$ cat config.mk
export PLATFORM = sky130hd
export DESIGN_NAME = steering_bang_bang_servo
export DESIGN_NICKNAME = d
export VERILOG_FILES = /design/src/hdl/sbbs_pkg.sv /design/src/hdl/sbbs_front.sv /design/src/hdl/sbbs_div.sv /design/src/hdl/steering_bang_bang_servo.sv
export SDC_FILE = /design/constraint.sdc
export NUM_CORES = 2
export LEC_CHECK = 0
export BUFFER_PORTS_ARGS = -buffer_cell sky130_fd_sc_hd__buf_2
export CAP_MARGIN = 20
export CORE_MARGIN = 10
export CORE_UTILIZATION = 45
export CTS_CLUSTER_SIZE = 8
export DETAILED_ROUTE_END_ITERATION = 16
export GPL_ROUTABILITY_DRIVEN = 0
export SYNTH_ARGS = -nofsm -noshare
export SYNTH_HDL_FRONTEND = slang
export SYNTH_HIERARCHICAL = 1
export SYNTH_SLANG_ARGS = --single-unit
$ cat constraint.sdc
create_clock -name i_clk -period 39.9 [get_ports i_clk]
set_input_delay 1.995 -clock i_clk [delete_from_list [all_inputs] [get_ports i_clk]]
set_output_delay 1.995 -clock i_clk [all_outputs]
set_load 0.01 [all_outputs]
$ cat src/hdl/sbbs_pkg.sv
package sbbs_pkg;

    // quotient bits of the angle divider (angle magnitude below 2**14)
    localparam int unsigned QW = 14;
    // product of angle limit and distance
    localparam int unsigned NW = 26;

    typedef enum logic [2:0] {
        CFG_CONTROL_MODE    = 3'd0,
        CFG_ERROR_SIGN      = 3'd1,
        CFG_MAX_ANGLE       = 3'd2,
        CFG_LEFT_POSITION   = 3'd3,
        CFG_RIGHT_POSITION  = 3'd4,
        CFG_MIDDLE_POSITION = 3'd5,
        CFG_DEAD_BAND       = 3'd6
    } t_cfg_idx;

    localparam logic [1:0] MODE_BANG  = 2'd0;
    localparam logic [1:0] MODE_OPEN  = 2'd1;
    localparam logic [1:0] MODE_PID   = 2'd2;
    localparam logic [1:0] MODE_OTHER = 2'd3;

    localparam logic signed [1:0] DRV_POS  = 2'sd1;
    localparam logic signed [1:0] DRV_NEG  = -2'sd1;
    localparam logic signed [1:0] DRV_STOP = 2'sd0;

    typedef struct packed {
        logic [1:0]         control_mode;
        logic signed [1:0]  error_sign;
        logic [6:0]         max_angle;
        logic [11:0]        left_position;
        logic [11:0]        right_position;
        logic [11:0]        middle_position;
        logic [9:0]         dead_band;
    } t_cfg;

    // result fields that ride alongside the divider
    typedef struct packed {
        logic signed [1:0]  drive;
        logic [11:0]        target;
        logic               over;
        logic               clamp;
        logic signed [14:0] clamp_val;
        logic               neg;
    } t_item;

    typedef struct packed {
        logic [NW-1:0] num;
        logic [11:0]   den;
        logic [11:0]   rem;
        logic [QW-1:0] quo;
    } t_div;

endpackage

$ cat src/hdl/sbbs_front.sv
module sbbs_front
    import sbbs_pkg::*;
(
    input  logic               i_clk,
    input  logic               i_rst_n,
    input  logic               i_en,
    input  logic               i_vld,
    input  logic signed [16:0] i_cmd,
    input  logic [11:0]        i_pos,
    input  t_cfg               i_cfg,
    output logic               o_vld,
    output t_item              o_item,
    output t_div               o_div
);

    // ---------------- stage 1: target product, segment choice ----------------
    logic               sat;
    logic [14:0]        k;
    logic [11:0]        base;
    logic signed [12:0] diff;
    logic signed [29:0] prod;
    logic signed [29:0] tgt;
    logic [13:0]        amax;
    logic signed [13:0] lim_lo, lim_hi;
    logic               lr, below, nz_a, nz_neg, swp, nz_lo;
    logic [11:0]        xa, xb, xlo, xhi;
    logic signed [14:0] nz_val;

    logic               r1_vld;
    logic [26:0]        r1_tgt;
    logic [11:0]        r1_pos;
    logic signed [1:0]  r1_csgn;
    logic               r1_over, r1_clamp, r1_neg;
    logic signed [14:0] r1_cval;
    logic [11:0]        r1_dist, r1_den;

    logic               n1_clamp;
    logic signed [14:0] n1_cval;
    logic [11:0]        n1_dist;

    assign sat  = i_cmd[16] ^ i_cmd[15];
    assign k    = sat ? 15'd0 : i_cmd[14:0];
    assign base = i_cmd[16] ? i_cfg.left_position
                            : (sat ? i_cfg.right_position : i_cfg.middle_position);
    assign diff = i_cmd[16]
        ? $signed({1'b0, i_cfg.middle_position}) - $signed({1'b0, i_cfg.left_position})
        : $signed({1'b0, i_cfg.right_position}) - $signed({1'b0, i_cfg.middle_position});
    assign prod = 30'($signed({1'b0, k}) * diff);
    assign tgt  = $signed({3'b0, base, 15'b0}) + prod;

    assign amax   = 14'(i_cfg.max_angle * 7'd100);
    assign lim_lo = $signed({2'b0, (i_cfg.left_position < i_cfg.right_position)
                     ? i_cfg.left_position : i_cfg.right_position})
                  - $signed({3'b0, i_cfg.dead_band, 1'b0});
    assign lim_hi = $signed({2'b0, (i_cfg.left_position > i_cfg.right_position)
                     ? i_cfg.left_position : i_cfg.right_position})
                  + $signed({3'b0, i_cfg.dead_band, 1'b0});

    // segment end points; exactly one end carries the full angle
    assign lr    = i_cfg.left_position < i_cfg.right_position;
    assign below = i_pos <= i_cfg.middle_position;
    always_comb begin
        case ({lr, below})
            2'b11: begin
                xa = i_cfg.left_position;   xb = i_cfg.middle_position;
                nz_a = 1'b1; nz_neg = 1'b1;
            end
            2'b10: begin
                xa = i_cfg.middle_position; xb = i_cfg.right_position;
                nz_a = 1'b0; nz_neg = 1'b0;
            end
            2'b01: begin
                xa = i_cfg.right_position;  xb = i_cfg.middle_position;
                nz_a = 1'b1; nz_neg = 1'b0;
            end
            default: begin
                xa = i_cfg.middle_position; xb = i_cfg.left_position;
                nz_a = 1'b0; nz_neg = 1'b1;
            end
        endcase
    end
    assign swp    = xa > xb;
    assign xlo    = swp ? xb : xa;
    assign xhi    = swp ? xa : xb;
    assign nz_lo  = nz_a ^ swp;
    assign nz_val = nz_neg ? -$signed({1'b0, amax}) : $signed({1'b0, amax});

    // clamp at the ends, else distance from the zero-angle end point
    always_comb begin
        n1_clamp = 1'b0;
        n1_cval  = '0;
        n1_dist  = nz_lo ? 12'(xhi - i_pos) : 12'(i_pos - xlo);
        if (i_pos <= xlo) begin
            n1_clamp = 1'b1;
            n1_cval  = nz_lo ? nz_val : 15'sd0;
        end else if (i_pos >= xhi) begin
            n1_clamp = 1'b1;
            n1_cval  = nz_lo ? 15'sd0 : nz_val;
        end
    end

    always_ff @(posedge i_clk) begin
        if (!i_rst_n) begin
            r1_vld <= 1'b0;
        end else if (i_en) begin
            r1_vld <= i_vld;
        end
    end

    always_ff @(posedge i_clk) begin
        if (i_en) begin
            r1_tgt   <= 27'(tgt);
            r1_pos   <= i_pos;
            r1_csgn  <= (i_cmd == 17'sd0) ? DRV_STOP : (i_cmd[16] ? DRV_NEG : DRV_POS);
            r1_over  <= ($signed({2'b0, i_pos}) < lim_lo) || ($signed({2'b0, i_pos}) > lim_hi);
            r1_clamp <= n1_clamp;
            r1_cval  <= n1_cval;
            r1_neg   <= nz_neg;
            r1_dist  <= n1_dist;
            r1_den   <= 12'(xhi - xlo);
        end
    end

    // ---------------- stage 2: drive decision, angle numerator ----------------
    logic signed [28:0] err;
    logic [28:0]        emag, m;
    logic               eneg;
    logic signed [1:0]  bang;
    logic signed [1:0]  n2_drive;
    logic [NW-1:0]      num;

    assign err  = $signed({2'b0, r1_tgt}) - $signed({2'b0, r1_pos, 15'b0});
    assign emag = err[28] ? 29'(-err) : 29'(err);

    always_comb begin
        case (i_cfg.error_sign)
            2'b01:   begin m = emag;       eneg = err[28];                 end
            2'b11:   begin m = emag;       eneg = !err[28] && (err != 0);  end
            2'b10:   begin m = emag << 1;  eneg = !err[28] && (err != 0);  end
            default: begin m = '0;         eneg = 1'b0;                    end
        endcase
        bang = (m > {4'b0, i_cfg.dead_band, 15'b0}) ? (eneg ? DRV_NEG : DRV_POS) : DRV_STOP;
        case (i_cfg.control_mode)
            MODE_BANG: n2_drive = bang;
            MODE_OPEN: n2_drive = r1_csgn;
            default:   n2_drive = DRV_STOP;
        endcase
    end

    assign num = NW'(amax * r1_dist);

    always_ff @(posedge i_clk) begin
        if (!i_rst_n) begin
            o_vld <= 1'b0;
        end else if (i_en) begin
            o_vld <= r1_vld;
        end
    end

    always_ff @(posedge i_clk) begin
        if (i_en) begin
            o_item.drive     <= n2_drive;
            o_item.target    <= r1_tgt[26:15];
            o_item.over      <= r1_over;
            o_item.clamp     <= r1_clamp;
            o_item.clamp_val <= r1_cval;
            o_item.neg       <= r1_neg;
            o_div.num        <= num;
            o_div.den        <= r1_den;
            o_div.rem        <= num[NW-1:QW];
            o_div.quo        <= '0;
        end
    end

endmodule

$ cat src/hdl/sbbs_div.sv
module sbbs_div
    import sbbs_pkg::*;
(
    input  logic          i_clk,
    input  logic          i_rst_n,
    input  logic          i_en,
    input  logic          i_vld,
    input  t_item         i_item,
    input  t_div          i_div,
    output logic          o_vld,
    output t_item         o_item,
    output logic [QW-1:0] o_quo
);

    // one quotient bit per stage, restoring
    logic  r_vld  [QW];
    t_item r_item [QW];
    t_div  r_div  [QW];

    for (genvar j = 0; j < QW; j++) begin : g_stage
        localparam int unsigned B = QW - 1 - j;
        logic  s_vld;
        t_item s_item;
        t_div  s_div;
        t_div  n_div;
        logic [12:0] t;
        logic        ge;

        if (j == 0) begin : g_first
            assign s_vld  = i_vld;
            assign s_item = i_item;
            assign s_div  = i_div;
        end else begin : g_next
            assign s_vld  = r_vld[j-1];
            assign s_item = r_item[j-1];
            assign s_div  = r_div[j-1];
        end

        assign t  = {s_div.rem, s_div.num[B]};
        assign ge = t >= {1'b0, s_div.den};
        always_comb begin
            n_div        = s_div;
            n_div.rem    = ge ? 12'(t - {1'b0, s_div.den}) : t[11:0];
            n_div.quo[B] = ge;
        end

        always_ff @(posedge i_clk) begin
            if (!i_rst_n) begin
                r_vld[j] <= 1'b0;
            end else if (i_en) begin
                r_vld[j] <= s_vld;
            end
        end

        always_ff @(posedge i_clk) begin
            if (i_en) begin
                r_item[j] <= s_item;
                r_div[j]  <= n_div;
            end
        end
    end

    assign o_vld  = r_vld[QW-1];
    assign o_item = r_item[QW-1];
    assign o_quo  = r_div[QW-1].quo;

endmodule

$ cat src/hdl/steering_bang_bang_servo.sv
// Steering servo: bang-bang or open-loop motor drive plus angle readout.
// Input channel (i_s_axis_*): one item per handshake carrying a steering
// command (signed, 32768 = +1.0 right) and a 12-bit position sample.
// Output channel (o_m_axis_*): one item per input item, in order, with
// motor drive, target position, angle in centidegrees and an over-limit flag.
// Configuration: i_cfg_we writes i_cfg_data into register i_cfg_addr
// (mode, error sign, max angle, left/right/middle points, deadband); write
// only while no item is in flight.
// Pipeline: two front stages (target product, then drive decision and
// angle numerator), 14 divider stages giving one quotient bit each, and
// the output register. Throughput is one item per cycle while not stalled.
// Reset (synchronous, active low) empties the pipeline and loads the
// calibration defaults. When the receiver holds tready low with a result
// waiting, the whole pipeline freezes and input tready drops; nothing is
// lost or repeated.
module steering_bang_bang_servo
    import sbbs_pkg::*;
(
    input  logic        i_clk,
    input  logic        i_rst_n,
    input  logic        i_s_axis_tvalid,
    output logic        o_s_axis_tready,
    input  logic [31:0] i_s_axis_tdata,   // [16:0] steer_command, [28:17] sensor_position
    output logic        o_m_axis_tvalid,
    input  logic        i_m_axis_tready,
    output logic [31:0] o_m_axis_tdata,   // [1:0] motor_drive, [13:2] target_position,
                                          // [28:14] steer_angle, [29] over_limit
    input  logic        i_cfg_we,
    input  logic [2:0]  i_cfg_addr,
    input  logic [11:0] i_cfg_data
);

    t_cfg r_cfg;

    // configuration registers
    always_ff @(posedge i_clk) begin
        if (!i_rst_n) begin
            r_cfg.control_mode    <= 2'd0;
            r_cfg.error_sign      <= 2'sd1;
            r_cfg.max_angle       <= 7'd35;
            r_cfg.left_position   <= 12'd1465;
            r_cfg.right_position  <= 12'd235;
            r_cfg.middle_position <= 12'd890;
            r_cfg.dead_band       <= 10'd30;
        end else if (i_cfg_we) begin
            case (i_cfg_addr)
                CFG_CONTROL_MODE:    r_cfg.control_mode    <= i_cfg_data[1:0];
                CFG_ERROR_SIGN:      r_cfg.error_sign      <= i_cfg_data[1:0];
                CFG_MAX_ANGLE:       r_cfg.max_angle       <= i_cfg_data[6:0];
                CFG_LEFT_POSITION:   r_cfg.left_position   <= i_cfg_data;
                CFG_RIGHT_POSITION:  r_cfg.right_position  <= i_cfg_data;
                CFG_MIDDLE_POSITION: r_cfg.middle_position <= i_cfg_data;
                CFG_DEAD_BAND:       r_cfg.dead_band       <= i_cfg_data[9:0];
                default: ;
            endcase
        end
    end

    // pipeline advances unless a result is waiting on a stalled receiver
    logic en;
    assign en = !o_m_axis_tvalid || i_m_axis_tready;
    assign o_s_axis_tready = en;

    logic          f_vld, d_vld;
    t_item         f_item, d_item;
    t_div          f_div;
    logic [QW-1:0] d_quo;

    sbbs_front u_front (
        .i_clk   (i_clk),
        .i_rst_n (i_rst_n),
        .i_en    (en),
        .i_vld   (i_s_axis_tvalid),
        .i_cmd   ($signed(i_s_axis_tdata[16:0])),
        .i_pos   (i_s_axis_tdata[28:17]),
        .i_cfg   (r_cfg),
        .o_vld   (f_vld),
        .o_item  (f_item),
        .o_div   (f_div)
    );

    sbbs_div u_div (
        .i_clk   (i_clk),
        .i_rst_n (i_rst_n),
        .i_en    (en),
        .i_vld   (f_vld),
        .i_item  (f_item),
        .i_div   (f_div),
        .o_vld   (d_vld),
        .o_item  (d_item),
        .o_quo   (d_quo)
    );

    // output register: apply sign to quotient or take the clamped angle
    logic               r_out_vld;
    logic [31:0]        r_out_data;
    logic signed [14:0] angle;

    assign angle = d_item.clamp ? d_item.clamp_val
                 : (d_item.neg ? -$signed({1'b0, d_quo}) : $signed({1'b0, d_quo}));

    always_ff @(posedge i_clk) begin
        if (!i_rst_n) begin
            r_out_vld <= 1'b0;
        end else if (en) begin
            r_out_vld <= d_vld;
        end
    end

    always_ff @(posedge i_clk) begin
        if (en) begin
            r_out_data <= {2'b0, d_item.over, angle, d_item.target, d_item.drive};
        end
    end

    assign o_m_axis_tvalid = r_out_vld;
    assign o_m_axis_tdata  = r_out_data;

    // checks; the 7-bit angle limit allows up to 127 degrees
    a_drive_code: assert property (@(posedge i_clk) disable iff (!i_rst_n)
        o_m_axis_tvalid |-> (o_m_axis_tdata[1:0] != 2'b10))
        else $error("motor drive out of range");

    a_angle_range: assert property (@(posedge i_clk) disable iff (!i_rst_n)
        o_m_axis_tvalid |-> ($signed(o_m_axis_tdata[28:14]) <= 15'sd12700 &&
                             $signed(o_m_axis_tdata[28:14]) >= -15'sd12700))
        else $error("steering angle out of range");

    a_reset_empty: assert property (@(posedge i_clk)
        $past(!i_rst_n) |-> !o_m_axis_tvalid)
        else $error("result present right after reset");

endmodule

==> metrics <==
status=complete, no violations; worst r2r dst=u_front/r1_tgt[26]$_DFFE_PP_; H-tree depth=4; RSZ-0062 raised after global routing=false; Clock Tree Buf Depth=3; Gates resized, CTS repair=0; R2R Path Start=r_cfg[22]$_SDFFE_PN1P_; Final Slew Violations=0; Worst Reg2Reg Path Length in Cells=29; Max Fclk=0.103 GHz; WS Path Type=flop to flop; yosys warns=6; Die H=406 um; detailed-placement wirelength estimate=94200 um; row count=141; Final Hold Fails=0; number of global-route vias before repair=40494; setup TNS=0 ns; Pre-antenna DRT Iters=5; CP peak stage delay=0.79 ns; Final nets=6471; DR WL met3=6040 um; wire per inst=17.1 um; WHS Endpoint=u_div/r_item[0][94]$_DFFE_PP_; # DRC=0; synth-to-layout area growth=11.1%; clock sink count=1207; PortBufs=80; share of layout cells above drive strength 1=0.0901; Slowest cell on crit path=or4_1; mapped cell area=0.0671 sq mm; WL met1=56900 um; Clock Latency Late Sink=0.79 ns; hold crit path type=flop to flop; Clock Skew=0.0587 ns; fin crit share=0.243; Crit path required time=40.42 ns; first-pass GRT wire length=211000 um; CTS tree=yes; Core Region=0.148 sq mm; max_cap viols=0; post-synthesis cell count=5488; largest fanout on the critical path=9; I/O pins=86; vias per std cell=5.30; Reg2Reg Setup Slack=30.19 ns; initial antenna violation count=1; most frequent CP cell=fa_1; hold buffers post-CTS=0; clock transition at the registers of the reported paths=0.06 ns; Slew @ Worst Pin=1.18 ns; initial core utilization=0.454; Die ar.=0.165 sq mm; endpoint class of the critical path=flop; initial drt markers=2581; largest net degree at the start of global routing=194; hold path cells=0; most frequent cells in the layout=edfxtp_1, inv_1, ha_1, nand2_1, nor2_1; count of endpoints failing setup in the final report=0; Root Buffer=clkbuf_16; drt total wl=130000 um; worst hold path startpoint=u_div/r_item[0][62]$_DFFE_PP_; GRT Total Usage=0.158; crit path DAT=10.23 ns; Antenna Diode Count=0; total grt overflow=0; crit path launch type=flop; highest routed layer=met4; commonest non-fill, non-tap cell in the layout=edfxtp_1; Final Critical Period=9.71 ns; relative slew slack=0.203; Antenna Violating Nets Remaining=0; routed vias=40344; post-synthesis average cell area=12.2 sq um; met2 WL=63300 um; Setup Fix Bufs, Post-CTS=0; Filler cells=12829; Num CTS Buffers=171; DIE WIDTH=406 um
==> registers in the layout, indices dropped and copies added, names as in the netlist <==
signal and cells:
u_div/r_div 508, u_div/r_item 448, r_cfg 57, u_front/o_div 36
o_m_axis_tdata 30, u_front/o_item 30, u_front/r1_tgt 27, u_div/r_vld 14
u_front/r1_cval 13, u_front/r1_den 12, u_front/r1_dist 12, u_front/r1_pos 12
u_front/r1_csgn 2, o_m_axis_tvalid 1, u_front/o_vld 1, u_front/r1_clamp 1
u_front/r1_neg 1, u_front/r1_over 1, u_front/r1_vld 1
==> per-stage QoR <==
step / hold WS [ns] / utilization / cells / setup WS [ns] / area, sq um
finish: 0.376 / 0.504 / 7611 / 30.19 / 74600
global route: 0.386 / 0.504 / 7611 / 29.70 / 74600
CTS: 0.372 / 0.504 / 7610 / 30.23 / 74500
detailed placement: 0.405 / 0.471 / 7407 / 29.62 / 69700
global placement: 0.400 / 0.471 / 7407 / 29.83 / 69700
floorplan: 0.400 / - / 5492 / 7.43 / 67200
==> how the worst max path moves through the flow <==
| stage | cells past startpoint | startpoint | endpoint | slack, ns |
|---|---|---|---|---|
| floorplan | 2 | i_m_axis_tready | o_m_axis_tvalid$_SDFFE_PN0P_ | 7.43 |
| global placement | 31 | i_s_axis_tdata[26] | u_front/r1_dist[11]$_DFFE_PP_ | 29.83 |
| detailed placement | 31 | i_s_axis_tdata[26] | u_front/r1_dist[11]$_DFFE_PP_ | 29.62 |
| CTS | 29 | r_cfg[22]$_SDFFE_PN1P_ | u_front/r1_tgt[26]$_DFFE_PP_ | 30.23 |
| global route | 31 | r_cfg[11]$_SDFFE_PN1P_ | u_front/r1_tgt[26]$_DFFE_PP_ | 29.70 |
| finish | 29 | r_cfg[22]$_SDFFE_PN1P_ | u_front/r1_tgt[26]$_DFFE_PP_ | 30.19 |
==> metal layers <==
| layer | vias to the layer above | track usage |
|---|---|---|
| met5 | - | 0 |
| met4 | 0 | 0.0537 |
| met3 | 246 | 0.0317 |
| met2 | 840 | 0.267 |
| met1 | 19590 | 0.202 |
| li1 | 19668 | - |
==> worst max-delay path: cells and delay by family, from the launching register on <==
kind | cells | cell delay (ns)
compound gates | 9 | 2.50
xor+xnor | 1 | 0.33
fa+ha+maj | 9 | 4.19
buf+inv | 4 | 0.51
flops | 1 | 0.51
simple gates | 6 | 1.42
==> final cells by class <==
cell class | instances | area [sq um] | area share
tap | 1930 | 2410 | 0.0324
sequential | 1207 | 35600 | 0.478
timing repair buffer | 115 | 721 | 0.00966
inverter | 703 | 2640 | 0.0355
multi-input combinational | 3453 | 28300 | 0.380
clock buffer | 182 | 4340 | 0.0582
clock inverter | 21 | 469 | 0.00629
Power is not shown: default switching activity piles up to over one toggle a cycle in this logic, so the estimate is an artifact.
